### src/sv/dsps_pkg.sv
// ----------------------------------------------------------------------------
// dsps_pkg
// Shared types and codes of the drum step pattern store.
// ----------------------------------------------------------------------------
package dsps_pkg;

  // Operation codes carried in the kind field.
  localparam logic [2:0] KIND_SET    = 3'd0;
  localparam logic [2:0] KIND_GET    = 3'd1;
  localparam logic [2:0] KIND_CLICK  = 3'd2;
  localparam logic [2:0] KIND_ACCENT = 3'd3;
  localparam logic [2:0] KIND_ROTATE = 3'd4;
  localparam logic [2:0] KIND_RANDOM = 3'd5;

  // Hit codes.
  localparam logic [1:0] HIT_OFF  = 2'd0;
  localparam logic [1:0] HIT_LOW  = 2'd1;
  localparam logic [1:0] HIT_HIGH = 2'd2;
  localparam logic [1:0] HIT_FLAM = 2'd3;

  // Random fill generator and its thresholds.
  localparam logic [31:0] LCG_MUL = 32'd1664525;
  localparam logic [31:0] LCG_ADD = 32'd1013904223;
  localparam logic [3:0]  RAND_CLASSIC_LOW = 4'd11;
  localparam logic [3:0]  RAND_LOW         = 4'd8;
  localparam logic [3:0]  RAND_HIGH        = 4'd12;
  localparam logic [3:0]  RAND_FLAM        = 4'd15;

  // Register index of the class select.
  localparam logic CFG_IDX_SIMPLE_CLASS = 1'b0;

  typedef struct packed {
    logic [2:0]  kind;
    logic [3:0]  step;
    logic [3:0]  track;
    logic [1:0]  hit_value;
    logic        accent_value;
    logic        flam_click;
    logic        direction;
    logic [31:0] seed;
  } in_item_t;

  typedef struct packed {
    logic       status;
    logic [1:0] hit_result;
  } out_result_t;

  // Controller to datapath.
  typedef struct packed {
    logic load;      // latch the accepted item
    logic rd_wrap;   // read the row that wraps around on a rotate
    logic rd_first;  // read the first row of the sweep
    logic rd_next;   // read the following row
    logic cap_wrap;  // hold the lane of the wrap row
    logic wr_row;    // write back the row whose data arrives
    logic acc_wr;    // write the accent bit
    logic finish;    // latch the result
  } ctrl_cmd_t;

  // Datapath to controller.
  typedef struct packed {
    logic ok;        // item in range and allowed
    logic long_op;   // item walks rows of the store
    logic is_rotate;
    logic last_row;  // arriving row is the last of the sweep
  } dp_status_t;

endpackage

### src/sv/dsps_ram.sv
// ----------------------------------------------------------------------------
// dsps_ram
// Simple dual-port RAM: one write port, one read port with registered data.
// ----------------------------------------------------------------------------
module dsps_ram #(
  parameter int WIDTH = 48,
  parameter int DEPTH = 16
) (
  input  logic                                  clk,
  input  logic                                  we,
  input  logic [(DEPTH > 1 ? $clog2(DEPTH) : 1)-1:0] waddr,
  input  logic [WIDTH-1:0]                      wdata,
  input  logic                                  re,
  input  logic [(DEPTH > 1 ? $clog2(DEPTH) : 1)-1:0] raddr,
  output logic [WIDTH-1:0]                      rdata
);

  logic [WIDTH-1:0] mem_r [DEPTH];
  logic [WIDTH-1:0] rdata_r;

  always_ff @(posedge clk) begin
    if (we) begin
      mem_r[waddr] <= wdata;
    end
    if (re) begin
      rdata_r <= mem_r[raddr];
    end
  end

  assign rdata = rdata_r;

endmodule

### src/sv/dsps_ctrl.sv
// ----------------------------------------------------------------------------
// dsps_ctrl
// Sequencer: checks the item, then walks the pattern rows one per cycle.
// ----------------------------------------------------------------------------
module dsps_ctrl (
  input  logic                   clk,
  input  logic                   rst_n,
  input  logic                   start,
  input  dsps_pkg::dp_status_t   status,
  output dsps_pkg::ctrl_cmd_t    cmd,
  output logic                   busy,
  output logic                   out_strobe
);

  typedef enum logic [1:0] {ST_IDLE, ST_CHECK, ST_WRAP, ST_SWEEP} state_t;

  state_t state_r, state_nxt;
  logic   busy_r, busy_nxt;
  logic   strobe_r, strobe_nxt;

  always_comb begin
    cmd        = '0;
    state_nxt  = state_r;
    busy_nxt   = busy_r;
    strobe_nxt = 1'b0;
    case (state_r)
      ST_IDLE: begin
        if (start) begin
          cmd.load  = 1'b1;
          state_nxt = ST_CHECK;
          busy_nxt  = 1'b1;
        end
      end
      ST_CHECK: begin
        if (!status.ok || !status.long_op) begin
          // rejected items and accent writes finish here
          cmd.acc_wr = status.ok;
          cmd.finish = 1'b1;
          state_nxt  = ST_IDLE;
          busy_nxt   = 1'b0;
          strobe_nxt = 1'b1;
        end else if (status.is_rotate) begin
          cmd.rd_wrap = 1'b1;
          state_nxt   = ST_WRAP;
        end else begin
          cmd.rd_first = 1'b1;
          state_nxt    = ST_SWEEP;
        end
      end
      ST_WRAP: begin
        cmd.cap_wrap = 1'b1;
        cmd.rd_first = 1'b1;
        state_nxt    = ST_SWEEP;
      end
      ST_SWEEP: begin
        cmd.wr_row = 1'b1;
        if (status.last_row) begin
          cmd.finish = 1'b1;
          state_nxt  = ST_IDLE;
          busy_nxt   = 1'b0;
          strobe_nxt = 1'b1;
        end else begin
          cmd.rd_next = 1'b1;
        end
      end
      default: begin
        state_nxt = ST_IDLE;
        busy_nxt  = 1'b0;
      end
    endcase
  end

  always_ff @(posedge clk) begin
    if (!rst_n) begin
      state_r  <= ST_IDLE;
      busy_r   <= 1'b0;
      strobe_r <= 1'b0;
    end else begin
      state_r  <= state_nxt;
      busy_r   <= busy_nxt;
      strobe_r <= strobe_nxt;
    end
  end

  assign busy       = busy_r;
  assign out_strobe = strobe_r;

endmodule

### src/sv/dsps_dpath.sv
// ----------------------------------------------------------------------------
// dsps_dpath
// Row store, lane edit, rotate carry, random generator and result register.
// ----------------------------------------------------------------------------
module dsps_dpath #(
  parameter int STEPS          = 16,
  parameter int TRACKS         = 16,
  parameter int CLASSIC_TRACKS = 11
) (
  input  logic                   clk,
  input  logic                   rst_n,
  input  logic                   simple_class,
  input  dsps_pkg::in_item_t     in_item,
  input  dsps_pkg::ctrl_cmd_t    cmd,
  output dsps_pkg::dp_status_t   status,
  output dsps_pkg::out_result_t  out_result
);

  localparam int AW = (STEPS > 1) ? $clog2(STEPS) : 1;
  localparam int TW = (TRACKS > 1) ? $clog2(TRACKS) : 1;
  localparam int RW = 3 * TRACKS;
  localparam logic [AW-1:0] LAST = AW'(STEPS - 1);

  dsps_pkg::in_item_t    item_r;
  dsps_pkg::out_result_t result_r;
  logic [31:0]       lcg_r;
  logic [1:0]        carry_r;
  logic [AW-1:0]     rd_addr_r;
  logic              rd_vld_r;
  logic [STEPS-1:0]  row_vld_r;
  logic [STEPS-1:0]  accent_r;

  logic              is_set, is_get, is_click, is_accent, is_rotate, is_random, is_row_op;
  logic              step_ok, track_ok, classic_ok, ok;
  logic [TW-1:0]     tidx;
  logic [TRACKS-1:0] bitmask;
  logic [RW-1:0]     ram_rdata, row, wdata;
  logic [TRACKS-1:0] row_on, row_high, row_flam, on_new, high_new, flam_new;
  logic [1:0]        old_hit, click_hit, rand_hit, new_hit;
  logic [3:0]        rnd;
  logic              descend, re, we;
  logic [AW-1:0]     wrap_addr, start_addr, end_addr, next_addr, raddr;

  // Item decode and range checks.
  assign is_set    = (item_r.kind == dsps_pkg::KIND_SET);
  assign is_get    = (item_r.kind == dsps_pkg::KIND_GET);
  assign is_click  = (item_r.kind == dsps_pkg::KIND_CLICK);
  assign is_accent = (item_r.kind == dsps_pkg::KIND_ACCENT);
  assign is_rotate = (item_r.kind == dsps_pkg::KIND_ROTATE);
  assign is_random = (item_r.kind == dsps_pkg::KIND_RANDOM);
  assign is_row_op = is_set | is_get | is_click;

  assign step_ok    = ({3'b000, item_r.step} < 7'(STEPS));
  assign track_ok   = ({1'b0, item_r.track} < 5'(TRACKS));
  assign classic_ok = ({1'b0, item_r.track} < 5'(CLASSIC_TRACKS));

  always_comb begin
    ok = 1'b0;
    if (is_set) begin
      ok = step_ok & track_ok & ~(simple_class & item_r.hit_value[1]);
    end else if (is_get || is_click) begin
      ok = step_ok & track_ok;
    end else if (is_accent) begin
      ok = step_ok;
    end else if (is_rotate || is_random) begin
      ok = classic_ok;
    end
  end

  // Lane of the arriving row; rows never written read as zero.
  assign tidx     = TW'(item_r.track);
  assign bitmask  = TRACKS'(1) << tidx;
  assign row      = rd_vld_r ? ram_rdata : '0;
  assign row_on   = row[TRACKS-1:0];
  assign row_high = row[2*TRACKS-1:TRACKS];
  assign row_flam = row[RW-1:2*TRACKS];

  always_comb begin
    if (!row_on[tidx]) begin
      old_hit = dsps_pkg::HIT_OFF;
    end else if (row_high[tidx]) begin
      old_hit = dsps_pkg::HIT_HIGH;
    end else if (row_flam[tidx]) begin
      old_hit = dsps_pkg::HIT_FLAM;
    end else begin
      old_hit = dsps_pkg::HIT_LOW;
    end
  end

  always_comb begin
    if (simple_class) begin
      click_hit = (old_hit == dsps_pkg::HIT_OFF) ? dsps_pkg::HIT_LOW : dsps_pkg::HIT_OFF;
    end else if (item_r.flam_click) begin
      click_hit = (old_hit == dsps_pkg::HIT_OFF) ? dsps_pkg::HIT_FLAM : dsps_pkg::HIT_OFF;
    end else if (old_hit == dsps_pkg::HIT_OFF) begin
      click_hit = dsps_pkg::HIT_LOW;
    end else if (old_hit == dsps_pkg::HIT_LOW) begin
      click_hit = dsps_pkg::HIT_HIGH;
    end else begin
      click_hit = dsps_pkg::HIT_OFF;
    end
  end

  assign rnd = lcg_r[19:16];

  always_comb begin
    if (simple_class) begin
      rand_hit = (rnd < dsps_pkg::RAND_CLASSIC_LOW) ? dsps_pkg::HIT_OFF : dsps_pkg::HIT_LOW;
    end else if (rnd < dsps_pkg::RAND_LOW) begin
      rand_hit = dsps_pkg::HIT_OFF;
    end else if (rnd < dsps_pkg::RAND_HIGH) begin
      rand_hit = dsps_pkg::HIT_LOW;
    end else if (rnd < dsps_pkg::RAND_FLAM) begin
      rand_hit = dsps_pkg::HIT_HIGH;
    end else begin
      rand_hit = dsps_pkg::HIT_FLAM;
    end
  end

  always_comb begin
    case (item_r.kind)
      dsps_pkg::KIND_SET:    new_hit = item_r.hit_value;
      dsps_pkg::KIND_CLICK:  new_hit = click_hit;
      dsps_pkg::KIND_ROTATE: new_hit = carry_r;
      dsps_pkg::KIND_RANDOM: new_hit = rand_hit;
      default:               new_hit = dsps_pkg::HIT_OFF;
    endcase
  end

  assign on_new   = (row_on & ~bitmask)
                  | ((new_hit != dsps_pkg::HIT_OFF) ? bitmask : '0);
  assign high_new = (row_high & ~bitmask)
                  | ((new_hit == dsps_pkg::HIT_HIGH) ? bitmask : '0);
  assign flam_new = (row_flam & ~bitmask)
                  | ((new_hit == dsps_pkg::HIT_FLAM) ? bitmask : '0);
  assign wdata    = {flam_new, high_new, on_new};

  // Row addressing: rotate toward earlier steps sweeps downward.
  assign descend    = is_rotate & ~item_r.direction;
  assign wrap_addr  = item_r.direction ? LAST : '0;
  assign start_addr = is_row_op ? AW'(item_r.step) : (descend ? LAST : '0);
  assign end_addr   = descend ? '0 : LAST;
  assign next_addr  = descend ? (rd_addr_r - AW'(1)) : (rd_addr_r + AW'(1));

  always_comb begin
    if (cmd.rd_wrap) begin
      raddr = wrap_addr;
    end else if (cmd.rd_first) begin
      raddr = start_addr;
    end else begin
      raddr = next_addr;
    end
  end

  assign re = cmd.rd_wrap | cmd.rd_first | cmd.rd_next;
  assign we = cmd.wr_row & ~is_get;

  dsps_ram #(
    .WIDTH (RW),
    .DEPTH (STEPS)
  ) u_rows (
    .clk   (clk),
    .we    (we),
    .waddr (rd_addr_r),
    .wdata (wdata),
    .re    (re),
    .raddr (raddr),
    .rdata (ram_rdata)
  );

  // Payload registers.
  always_ff @(posedge clk) begin
    if (cmd.load) begin
      item_r <= in_item;
      lcg_r  <= in_item.seed;
    end else if (re) begin
      // advance once per row read so the write sees this row's value
      lcg_r <= lcg_r * dsps_pkg::LCG_MUL + dsps_pkg::LCG_ADD;
    end
    if (re) begin
      rd_addr_r <= raddr;
      rd_vld_r  <= row_vld_r[raddr];
    end
    if (cmd.cap_wrap || cmd.wr_row) begin
      carry_r <= old_hit;
    end
    if (cmd.finish) begin
      result_r.status <= ~ok;
      if (ok && is_get) begin
        result_r.hit_result <= old_hit;
      end else if (ok && is_click) begin
        result_r.hit_result <= click_hit;
      end else begin
        result_r.hit_result <= dsps_pkg::HIT_OFF;
      end
    end
  end

  // Row valid bits and accent bits clear at reset.
  always_ff @(posedge clk) begin
    if (!rst_n) begin
      row_vld_r <= '0;
      accent_r  <= '0;
    end else begin
      if (we) begin
        row_vld_r[rd_addr_r] <= 1'b1;
      end
      if (cmd.acc_wr && is_accent) begin
        accent_r[AW'(item_r.step)] <= item_r.accent_value;
      end
    end
  end

  assign status.ok        = ok;
  assign status.long_op   = is_row_op | is_rotate | is_random;
  assign status.is_rotate = is_rotate;
  assign status.last_row  = is_row_op | (rd_addr_r == end_addr);
  assign out_result       = result_r;

endmodule

### src/sv/drum_step_pattern_store_core.sv
// ----------------------------------------------------------------------------
// drum_step_pattern_store_core
// Drum pattern store: per-step hit lanes, click cycling, rotate and random fill.
// ----------------------------------------------------------------------------
// Usage: an item is taken when start is high and busy is low. Every item gives
// exactly one result, shown for a single cycle with out_strobe high; the
// receiver cannot hold it off, so capture it in that cycle. Busy drops in the
// same cycle the result shows, and a new item may be started right then.
// An accent write or a rejected item ends after the check; set and click read
// and write back one row and get reads one; a random fill sweeps all STEPS
// rows, and a rotate reads the wrap row first, then sweeps all rows. The
// pattern lives in a row RAM of STEPS words, one word per step holding the
// on, high and flam masks of all tracks; a row is read and written back once
// per cycle, which sets the sweep length. Rows clear at reset through per-row
// valid bits, so there is no clearing pass and the block is ready in the first
// cycle after reset. The user must write the class select (register 0) through
// the APB port only while busy is low; the block itself does not enforce it.
// ----------------------------------------------------------------------------
module drum_step_pattern_store_core #(
  parameter int STEPS          = 16,
  parameter int TRACKS         = 16,
  parameter int CLASSIC_TRACKS = 11
) (
  input  logic                  clk,
  input  logic                  rst_n,
  // item channel
  input  logic                  start,
  output logic                  busy,
  input  dsps_pkg::in_item_t    in_item,
  // result channel
  output logic                  out_strobe,
  output dsps_pkg::out_result_t out_result,
  // configuration port
  input  logic                  psel,
  input  logic                  penable,
  input  logic                  pwrite,
  input  logic [2:0]            paddr,
  input  logic [31:0]           pwdata,
  output logic [31:0]           prdata,
  output logic                  pready
);

  dsps_pkg::ctrl_cmd_t  cmd;
  dsps_pkg::dp_status_t status;
  logic                 simple_class_r;
  logic                 cfg_hit;

  // Register 0 sits at byte address 0; byte offset bits are ignored.
  assign cfg_hit = (paddr[2] == dsps_pkg::CFG_IDX_SIMPLE_CLASS);

  // Take the class select on the access phase of a write transfer.
  always_ff @(posedge clk) begin
    if (!rst_n) begin
      simple_class_r <= 1'b0;
    end else if (psel && penable && pwrite && cfg_hit) begin
      simple_class_r <= pwdata[0];
    end
  end

  assign prdata = cfg_hit ? {31'b0, simple_class_r} : '0;
  assign pready = 1'b1;

  // Sequencer: decides per cycle which row to read and whether to write back.
  dsps_ctrl u_ctrl (
    .clk        (clk),
    .rst_n      (rst_n),
    .start      (start),
    .status     (status),
    .cmd        (cmd),
    .busy       (busy),
    .out_strobe (out_strobe)
  );

  // Datapath: row RAM, lane edit, rotate carry, random generator, result hold.
  dsps_dpath #(
    .STEPS          (STEPS),
    .TRACKS         (TRACKS),
    .CLASSIC_TRACKS (CLASSIC_TRACKS)
  ) u_dpath (
    .clk          (clk),
    .rst_n        (rst_n),
    .simple_class (simple_class_r),
    .in_item      (in_item),
    .cmd          (cmd),
    .status       (status),
    .out_result   (out_result)
  );

endmodule

### config.mk
export PLATFORM = sky130hd
export DESIGN_NAME = drum_step_pattern_store_core
export DESIGN_NICKNAME = d
export VERILOG_FILES = /design/src/sv/dsps_pkg.sv /design/src/sv/dsps_ram.sv /design/src/sv/dsps_ctrl.sv /design/src/sv/dsps_dpath.sv /design/src/sv/drum_step_pattern_store_core.sv
export SDC_FILE = /design/constraint.sdc
export NUM_CORES = 1
export LEC_CHECK = 0
export ABC_AREA = 1
export ABC_CLOCK_PERIOD_IN_PS = 13180
export BUFFER_PORTS_ARGS = -buffer_cell sky130_fd_sc_hd__clkbuf_2
export CAP_MARGIN = 20
export CELL_PAD_IN_SITES_DETAIL_PLACEMENT = 0
export CELL_PAD_IN_SITES_GLOBAL_PLACEMENT = 1
export CORE_UTILIZATION = 54
export CTS_CLUSTER_DIAMETER = 60
export DETAILED_ROUTE_END_ITERATION = 16
export GPL_TIMING_DRIVEN = 0
export PLACE_DENSITY = 0.84
export SLEW_MARGIN = 20
export SYNTH_ARGS = -nofsm -noshare
export SYNTH_HDL_FRONTEND = slang
export SYNTH_SLANG_ARGS = --single-unit
### constraint.sdc
create_clock -name clk -period 13.18 [get_ports clk]
set_clock_uncertainty 0.1 [all_clocks]
set_input_delay 0.659 -clock clk [delete_from_list [all_inputs] [get_ports clk]]
set_output_delay 0.659 -clock clk [all_outputs]
set_load 0.01 [all_outputs]
# --- After elaboration in Yosys (flattened, before gate mapping) ---
# Memories as Yosys holds them, arrays and structs flattened. A register that Yosys moved wholly into a read port is not among the register bits.
# Index checks and enable logic that the tools add are counted.
totals:
  reg_bits: 78
  mem_bits_rw: 768
  word_cells: 162
  memories: 1
memory_table:
  columns: ["name", "depth", "word_bits", "read_ports", "rd_ports_with_merged_regs", "wr", "line", "source"]
  rows:
  - ["u_dpath.u_rows.mem_r", 16, 48, 1, 1, 1, "dsps_ram.sv:18", "logic [WIDTH-1:0] mem_r [DEPTH];"]
op_classes:
  n_addsub: 3
  multipliers: 1
  order_cmp: 9
  eq_ne: 15
  n_shift: 1
  muxes: 72
  bitwise_logic: 23
  reduce_logical: 20
op_table:
  columns: ["operator", "count"]
  rows:
  - ["$mux W32", 2]
  - ["$or A16 B16 Y16", 4]
  - ["$and A16 B16 Y16", 3]
  - ["$mux W16", 3]
  - ["$mux W48", 1]
  - ["$mux W2", 17]
  - ["$add A32 B30 Y32 const B", 1]
  - ["$mul A32 B21 Y32 const B", 1]
  - ["$mux W1", 31]
  - ["$mux W4", 7]
  - ["$lt A4 B4 Y1 const B", 5]
  - ["$bmux W1 S4", 4]
  - ["$not A16 Y16", 1]
  - ["$pmux W2 S4", 2]
  - ["$shl A1 B4 Y16 const A", 1]
  - ["$lt A4 B5 Y1 const B", 3]
  - ["$eq A2 B2 Y1 const B", 4]
  - ["$or A1 B1 Y1", 7]
  - ["$eq A3 B2 Y1 const B", 2]
  - ["$eq A3 B3 Y1 const B", 2]
  - ["$logic_and A1 B1 Y1", 6]
  - ["$pmux W1 S2", 3]
  - ["$not A1 Y1", 5]
  - ["$add A4 B1 Y4 const B", 1]
  - ["18 further kinds", 28]

# --- Longest topological paths before layout ---
# Gate-level depths: netlist of run 1.
depth:
  depth_word: 15
  mapped_depth: 24

# --- Modules after synthesis ---
# Synthesis of run 1 repeated with hierarchy kept, for this count alone.
unflattened:
  cells_unflattened: 4324
  area_unflattened_um2: 42794.8
modules_own_cells:
  columns: ["mod", "n_inst", "cells_per_inst", "area_each_um2"]
  rows:
  - ["dsps_ram", 1, 3165, 34469.3]
  - ["dsps_dpath", 1, 1061, 7659.8]
  - ["dsps_ctrl", 1, 52, 351.6]
  - ["drum_step_pattern_store_core", 1, 46, 314.1]

# --- Worst setup path after synthesis of run 1 ---
# No wires, ideal clock.
synth_path:
  kind: "register to register"
  startpoint: "register u_dpath.lcg_r[1]"
  endpoint: "register u_dpath.lcg_r[19] (data pin)"
  t_arrival_ns: 4.946
  path_slack_ns: 7.880
  path_stages_with_launch: 21
  path_buffers: 0
  period_less_slack_ns: 5.300
  path_cell_list: "edfxtp_1 inv_1 ha_1 inv_1 ha_1 inv_1 fa_1 inv_1 fa_1 fa_1 fa_1 inv_1 fa_1 inv_1 ha_1 a21o_1 a221oi_1 o31a_1 nand3_1 nand3_1 nand2_1"
synth_via:
  elab_chain_cells: 4
synth_lines:
  columns: ["element", "line", "source"]
  rows:
  - ["from (decl)", "dsps_dpath.sv:26", "logic [31:0] lcg_r;"]
  - ["from (signal assigned)", "dsps_dpath.sv:175", "lcg_r <= in_item.seed;"]
  - ["from (signal assigned)", "dsps_dpath.sv:178", "lcg_r <= lcg_r * dsps_pkg::LCG_MUL + dsps_pkg::LCG_ADD;"]
  - ["$mul A32 B21 Y32", "dsps_dpath.sv:178", null]
  - ["$add A32 B30 Y32", "dsps_dpath.sv:178", null]
  - ["$mux W32", "dsps_dpath.sv:176", "end else if (re) begin"]
  - ["$mux W32", "dsps_dpath.sv:173", "if (cmd.load) begin"]
# No other way between the ends. The select of a mux whose other input is x is not followed.
# A chain may end at the register's enable or synchronous reset.

# --- Final worst setup path of run 1 ---
# Same ends and word-level chain as after synthesis.

==> impl_metrics.tcl, run 1 <==
set metrics [dict create \
    synth_enable_flop_cells 861 \
    placedCellCount 5383 \
    maxClockFrequency_mhz 172 \
    synthesis.area_per_instance_um2 10.2 \
    clk_pin_slew_ns 0.06 \
    post_drt_via_cell_ratio 5.50 \
    first_global_vias 29500 \
    cp_cell_sequence "inv_1, ha_1, inv_1, ha_1, inv_1, fa_1, inv_1, fa_1, fa_1, fa_1, inv_1, fa_1, inv_1, ha_1, a21o_1, a221oi_1, o31a_1, nand3_1, nand3_1, nand2_1" \
    cts_hold_buf 0 \
    first_iter_violations 3530 \
    min_from "in_item[46]" \
    yosys_register_bits 882 \
    drv_cap 0 \
    fp.dieArea_um2 81000 \
    reg2reg_to "u_dpath.lcg_r[19]" \
    clock_tree.root_cell "clkbuf_16" \
    grt_overflow 0 \
    crit-reg2reg-launch "u_dpath.lcg_r[1]" \
    ys_seq_area_share_pct 60.9 \
    run_status "completed" \
    synth_area_um2 43100 \
    timing_max_transition_violations_final 0 \
    minimum_clock_period_after_layout_ns 5.81 \
    place.gp.congestion 1.02 \
    post-route-drc-count 0 \
    cpMaxStageDelayCell "edfxtp_1" \
    drt-wirelength-per-cell_um 22.0 \
    rsz0062_at_grt "false" \
    io_buffer_count 48 \
    worst_skew_pair.late_latency_ns 0.65 \
    ys_async_sr_fraction_pct 0 \
    reg2regPathDepth 20 \
    yosysWarningCount 0 \
    cell_seen_most_often_among_critical_path_stages "inv_1" \
    hold_violations 0 \
    clock_tree.htree_level_count 3 \
    path_max_fanout 8 \
    gr-usage-all-layers_pct 30.5 \
    startpoint_of_the_most_critical_setup_path "u_dpath.lcg_r[1]" \
    setup_viol_count_final 0 \
    clk_path_buf_depth 3 \
    syn-instance-count 4220 \
    rows 103 \
    most_frequent_standard_cell_in_the_layout_excluding_fill_and_tap_cells "nand3_1" \
    worst-setup-path-type "reg2reg" \
    yosys.cell_types.count 48 \
    detailed_place_hpwl_um 87800 \
    layout.nets 4664 \
    grt_antenna_before_repair 1 \
    final_worst_path_cycle_share_pct 44.1 \
    critPathBufInv 6 \
    max_slew.worst_pin.slew_ns 0.876 \
    area_growth_syn_to_layout_pct 13.4 \
    final_cell_mix "nand3_1 (981), edfxtp_1 (861), inv_1 (824)" \
    cts.repair_timing.setup_buffer_count 0 \
    core-area_um2 79000 \
    layout-drive-gt1-share_pct 9.95 \
    cp_top_family "adder cells" \
    num-fill-cells 6411 \
    r2r_setup_slack_ns 7.37 \
    cts_tree "done" \
    cts_buf_count 97 \
    maximum_number_of_pins_on_one_net_before_global_route_repair 29 \
    tns_ns 0 \
    hold_path_depth 1 \
    die_x_um 285 \
    drtAntennaViolNets 0 \
    cts_num_sinks 882 \
    die_h_um 285 \
    relative_slew_slack_pct 41.6 \
    post_cts.resized_instances 0 \
    startpoint_type "flip-flop" \
    worstHoldPathType "in2reg" \
    routed_wirelength_um 123000 \
    num_io_pins 127 \
    timing.critical_path.required_ns 13.48 \
    grt_first_pass_wirelength_um 184000 \
    final_cells 5563 \
    hold_path_end "u_dpath.item_r[46]" \
    postSynth.topFlopCell "edfxtp_1" \
    initial_core_util_pct 54.6 \
    critPathCaptureType "flip-flop" \
    num_vias 30600 \
    critical_path_arrival_ns 6.12 \
    slowest_delay_ns 0.59 \
    first_pass_iters 8 \
]
## sequential cells by signal, indices dropped and copies added (netlist names), 2 cells and up, named ones only
signal                cells
u_dpath.u_rows.mem_r    768
u_dpath.out_result        3
u_dpath.u_rows.rdata     48
u_dpath.item_r           11
u_dpath.tidx              4
u_dpath.row_vld_r        16
u_dpath.carry_r           2
u_dpath.rd_addr_r         4
u_dpath.lcg_r            20
## area by class of cell
cell class | instances | area [µm²] | area share, %
plain buffers | 249 | 1400 | 2.86
well taps | 1050 | 1310 | 2.68
clock buffers | 119 | 2620 | 5.35
repair buffers | 83 | 955 | 1.95
diodes | 2 | 5.00 | 0.0102
flip-flops and latches | 882 | 26300 | 53.7
clock inverters | 59 | 663 | 1.35
multi-input cells | 2280 | 12600 | 25.7
inverters | 839 | 3150 | 6.44
## routing by layer
metal,part of all wire [%],routed length [µm],GRT usage [%]
met5,0,0,0
met4,2.7,3260,8.97
met3,8.8,10800,5.18
met2,47,57800,49.5
met1,41,50800,42.2
## cell usage after synthesis (5+ instances only)
cell	n	area (µm²)
nand3_1	982	4910
edfxtp_1	861	25900
inv_1	824	3090
nand2_1	714	2680
nand3b_1	148	1110
buf_2	110	551
nor2_1	95	357
ha_1	94	1180
clkbuf_1	61	229
fa_1	49	981
o21ai_0	43	215
buf_4	37	278
a21oi_1	32	160
buf_6	25	282
dfxtp_1	21	420
xor2_1	19	166
buf_1	16	60.1
inv_2	14	52.6
xnor2_1	10	87.6
nand4_1	7	43.8
nand2_2	6	37.5
o22ai_1	5	31.3
or2_2	5	31.3
## worst max path at each step
stage	to	slack (ns)	depth (start not counted)
after floorplan	u_dpath.lcg_r[19]	7.88	20
after global placement	u_dpath.u_rows.mem_r[2][17]	7.22	6
after detailed placement	u_dpath.lcg_r[19]	7.32	20
after CTS	u_dpath.lcg_r[19]	7.35	20
after global routing	u_dpath.lcg_r[19]	7.08	20
final	u_dpath.lcg_r[19]	7.37	20
## per-stage QoR
stage | hold WS [ns] | worst slack (ns) | util (%) | cell area [µm²]
global placement | 0.337 | 7.22 | 56.7 | 44800
finish | 0.0797 | 7.37 | 62.0 | 48900
global route | 0.0740 | 7.08 | 61.9 | 48900
detailed placement | 0.343 | 7.32 | 57.8 | 45700
CTS | 0.0514 | 7.35 | 61.9 | 48900
floorplan | 0.331 | 7.88 | - | 43300
## kinds of logic (layout without fill, tap and decap cells)
group / count (synthesis) / after routing / share of synthesized area, %
AOI/OAI and AO/OA: 105 / 105 / 1.39
other: 2 / 34 / 0.0174
adders and majority gates: 143 / 143 / 5.00
buffers and inverters: 1088 / 1349 / 10.5
and+or+nand+nor: 1971 / 1971 / 21.6
xor gates and xnor gates: 29 / 29 / 0.589
DFF: 882 / 882 / 60.9
Power of run 1 is not shown: default switching activity piles up to over one toggle a cycle in this logic, so the estimate is an artifact.
==> run 2: changes to the inputs <==
Settings changed: ABC_AREA 1 to 0, ABC_CLOCK_PERIOD_IN_PS 13180 to 5800, CORE_UTILIZATION 54 to 53, PLACE_DENSITY 0.84 to 0.78.
Clock period 13.18 ns to 5.8 ns, I/O delays scaled along.
==> impl_metrics.tcl, run 2 <==
set metrics [dict create \
    run_status "completed" \
    first_global_vias 24300 \
    first_pass_iters 7 \
    syn-instance-count 2650 \
    synth_area_um2 38400 \
    core-area_um2 71600 \
    postSynth.topFlopCell "edfxtp_1" \
    num-fill-cells 5281 \
    timing_max_transition_violations_final 0 \
    setup_viol_count_final 0 \
    yosysWarningCount 0 \
    io_buffer_count 48 \
    critPathCaptureType "flip-flop" \
    tns_ns 0 \
    minimum_clock_period_after_layout_ns 5.52 \
    relative_slew_slack_pct 22.8 \
    antenna_cells 0 \
    layout.nets 3175 \
    maxClockFrequency_mhz 181 \
    drt-wirelength-per-cell_um 25.4 \
    cts_tree "done" \
    clk_pin_slew_ns 0.06 \
    most_frequent_standard_cell_in_the_layout_excluding_fill_and_tap_cells "edfxtp_1" \
    yosys_register_bits 882 \
    top_register "u_dpath.u_rows.mem_r" \
    cpMaxStageDelayCell "fa_1" \
    synth_enable_flop_cells 861 \
    synth.top_cell.area_share_pct 67.3 \
    yosys-top-cells-count "edfxtp_1 (861), nand2_1 (250), a21oi_1 (231)" \
    final_worst_path_cycle_share_pct 95.2 \
    grt_first_pass_wirelength_um 151000 \
    largest_reg_flops 768 \
    grt_antenna_before_repair 2 \
    layout.core_utilization_pct 62.4 \
    die_h_um 271 \
    routed_wirelength_um 101000 \
    initial_core_util_pct 53.7 \
    yosys.cell_types.count 62 \
    maximum_number_of_pins_on_one_net_before_global_route_repair 30 \
    first_iter_violations 2740 \
    worstHoldPathType "in2reg" \
    post_synth_main_area_contributors "edfxtp_1 (67%), mux2i_1 (5.5%), a221oi_1 (4.5%)" \
    final_cell_mix "edfxtp_1 (861), nand2_1 (250), a21oi_1 (230)" \
    synthesis.area_per_instance_um2 14.5 \
    slowest_delay_ns 0.54 \
    clk_path_buf_depth 3 \
    post_drt_via_cell_ratio 6.14 \
    worst-setup-path-type "reg2reg" \
    drv_cap 0 \
    ff_latch_area_um2 26300 \
    multiInputGateArea_um2 11000 \
    layout.cell_area.non_filler_um2 44700 \
    critical_path_arrival_ns 5.76 \
    num_vias 24400 \
    cts_num_sinks 882 \
    cp_cell_sequence "ha_1, ha_1, or2_2, fa_1, inv_1, fa_1, fa_1, inv_1, fa_1, inv_1, fa_1, xnor2_1, xnor2_1, xnor2_1, xnor2_1, xnor2_1, and3_1, o31ai_1" \
    layout-drive-gt1-share_pct 13.6 \
    gr-usage-all-layers_pct 27.4 \
    clock_tree.root_cell "clkbuf_16" \
    fp.dieArea_um2 73600 \
    cts_buf_count 95 \
    drtAntennaViolNets 0 \
    num_io_pins 127 \
    max_slew.worst_pin.slew_ns 1.16 \
    grt_overflow 0 \
    synth_largest_area_cell "edfxtp_1" \
    ys_seq_area_share_pct 68.4 \
    area_growth_syn_to_layout_pct 16.3 \
    ys_async_sr_fraction_pct 0 \
    post-synth-top-count-cell "edfxtp_1" \
    rows 98 \
    hold_violations 0 \
    post-route-drc-count 0 \
    timing.critical_path.required_ns 6.04 \
    place.gp.congestion 0.876 \
    placement.cell_area_um2 41000 \
    path_max_fanout 4 \
    startpoint_type "flip-flop" \
    clock_tree.htree_level_count 3 \
    worst_skew_pair.late_latency_ns 0.66 \
    detailed_place_hpwl_um 70300 \
    die_x_um 271 \
]
## run 2: cell count changes after synthesis, sizes merged, moves of 11 or more
cell / delta
mux2i: +211
a221oi: +193
a21oi: +199
nand3b: -146
or4: +50
nand3: -931
inv: -703
nand2: -473
buf: -100
clkbuf: +40
xor2: -11
o21ai: +14
## run 2: final timing paths
path                                       startpoint                    end  slack, ns  cells past startpoint
worst max-delay path                 u_dpath.lcg_r[7]      u_dpath.lcg_r[19]       0.28                     18
worst max register to register       u_dpath.lcg_r[7]      u_dpath.lcg_r[19]       0.28                     18
worst min-delay path                            start      u_ctrl.state_r[0]       0.15                      3
worst min register to register  u_dpath.row_vld_r[14]  u_dpath.row_vld_r[14]       0.37                      1
## run 2: layout make-up
type,count,share of cell area (%)
sequential,882,58.8
multi-input combinational,1471,24.6
clock buffer,111,5.59
timing repair buffer,167,3.58
tap,950,2.66
buffer,188,2.09
clock inverter,66,1.52
inverter,138,1.16
## run 2: cell families after synthesis
| logic type | Yosys count | synth area share (%) |
|---|---|---|
| mux | 223 | 6.17 |
| xor+xnor | 27 | 0.615 |
| flops | 882 | 68.4 |
| other cells | 2 | 0.0195 |
| compound gates | 544 | 9.46 |
| fa+ha+maj | 143 | 5.61 |
| simple gates | 502 | 6.00 |
| buf+inv | 327 | 3.78 |
## run 2: metrics by stage
stage / std cells / hold slack (ns) / worst slack [ns]
2_1_floorplan: 2680 / 0.289 / 0.466
3_3_place_gp: 3678 / 0.350 / -3.44
3_5_place_dp: 3749 / 0.358 / -0.263
4_1_cts: 3966 / 0.113 / 0.0710
5_1_grt: 3973 / 0.165 / -0.00213
6_report: 3973 / 0.150 / 0.278
## run 2: what timing repair did
action,CTS,global route
endpoints found under the hold margin,46,0
hold buffers,38,0
resized for setup,3,6
endpoints found under the setup margin,4,4
buffers inserted,2,7
pin swaps,1,3
## run 2: worst max-delay path: cells and delay by family (launching register included)
kind	cells	cell delay, ns
AOI/OAI and AO/OA	1	0.07
and+or+nand+nor	2	0.52
buffers and inverters	3	0.19
DFF	1	0.50
adders and majority gates	7	2.89
xor gates and xnor gates	5	0.94
## run 2: metal layers
metal / wire [µm] / GRT usage [%]
met5: 0 / 0
met4: 3510 / 9.59
met3: 9320 / 4.75
met2: 46200 / 42.9
met1: 42000 / 39.1
Power of run 2 is left out for the same reason.
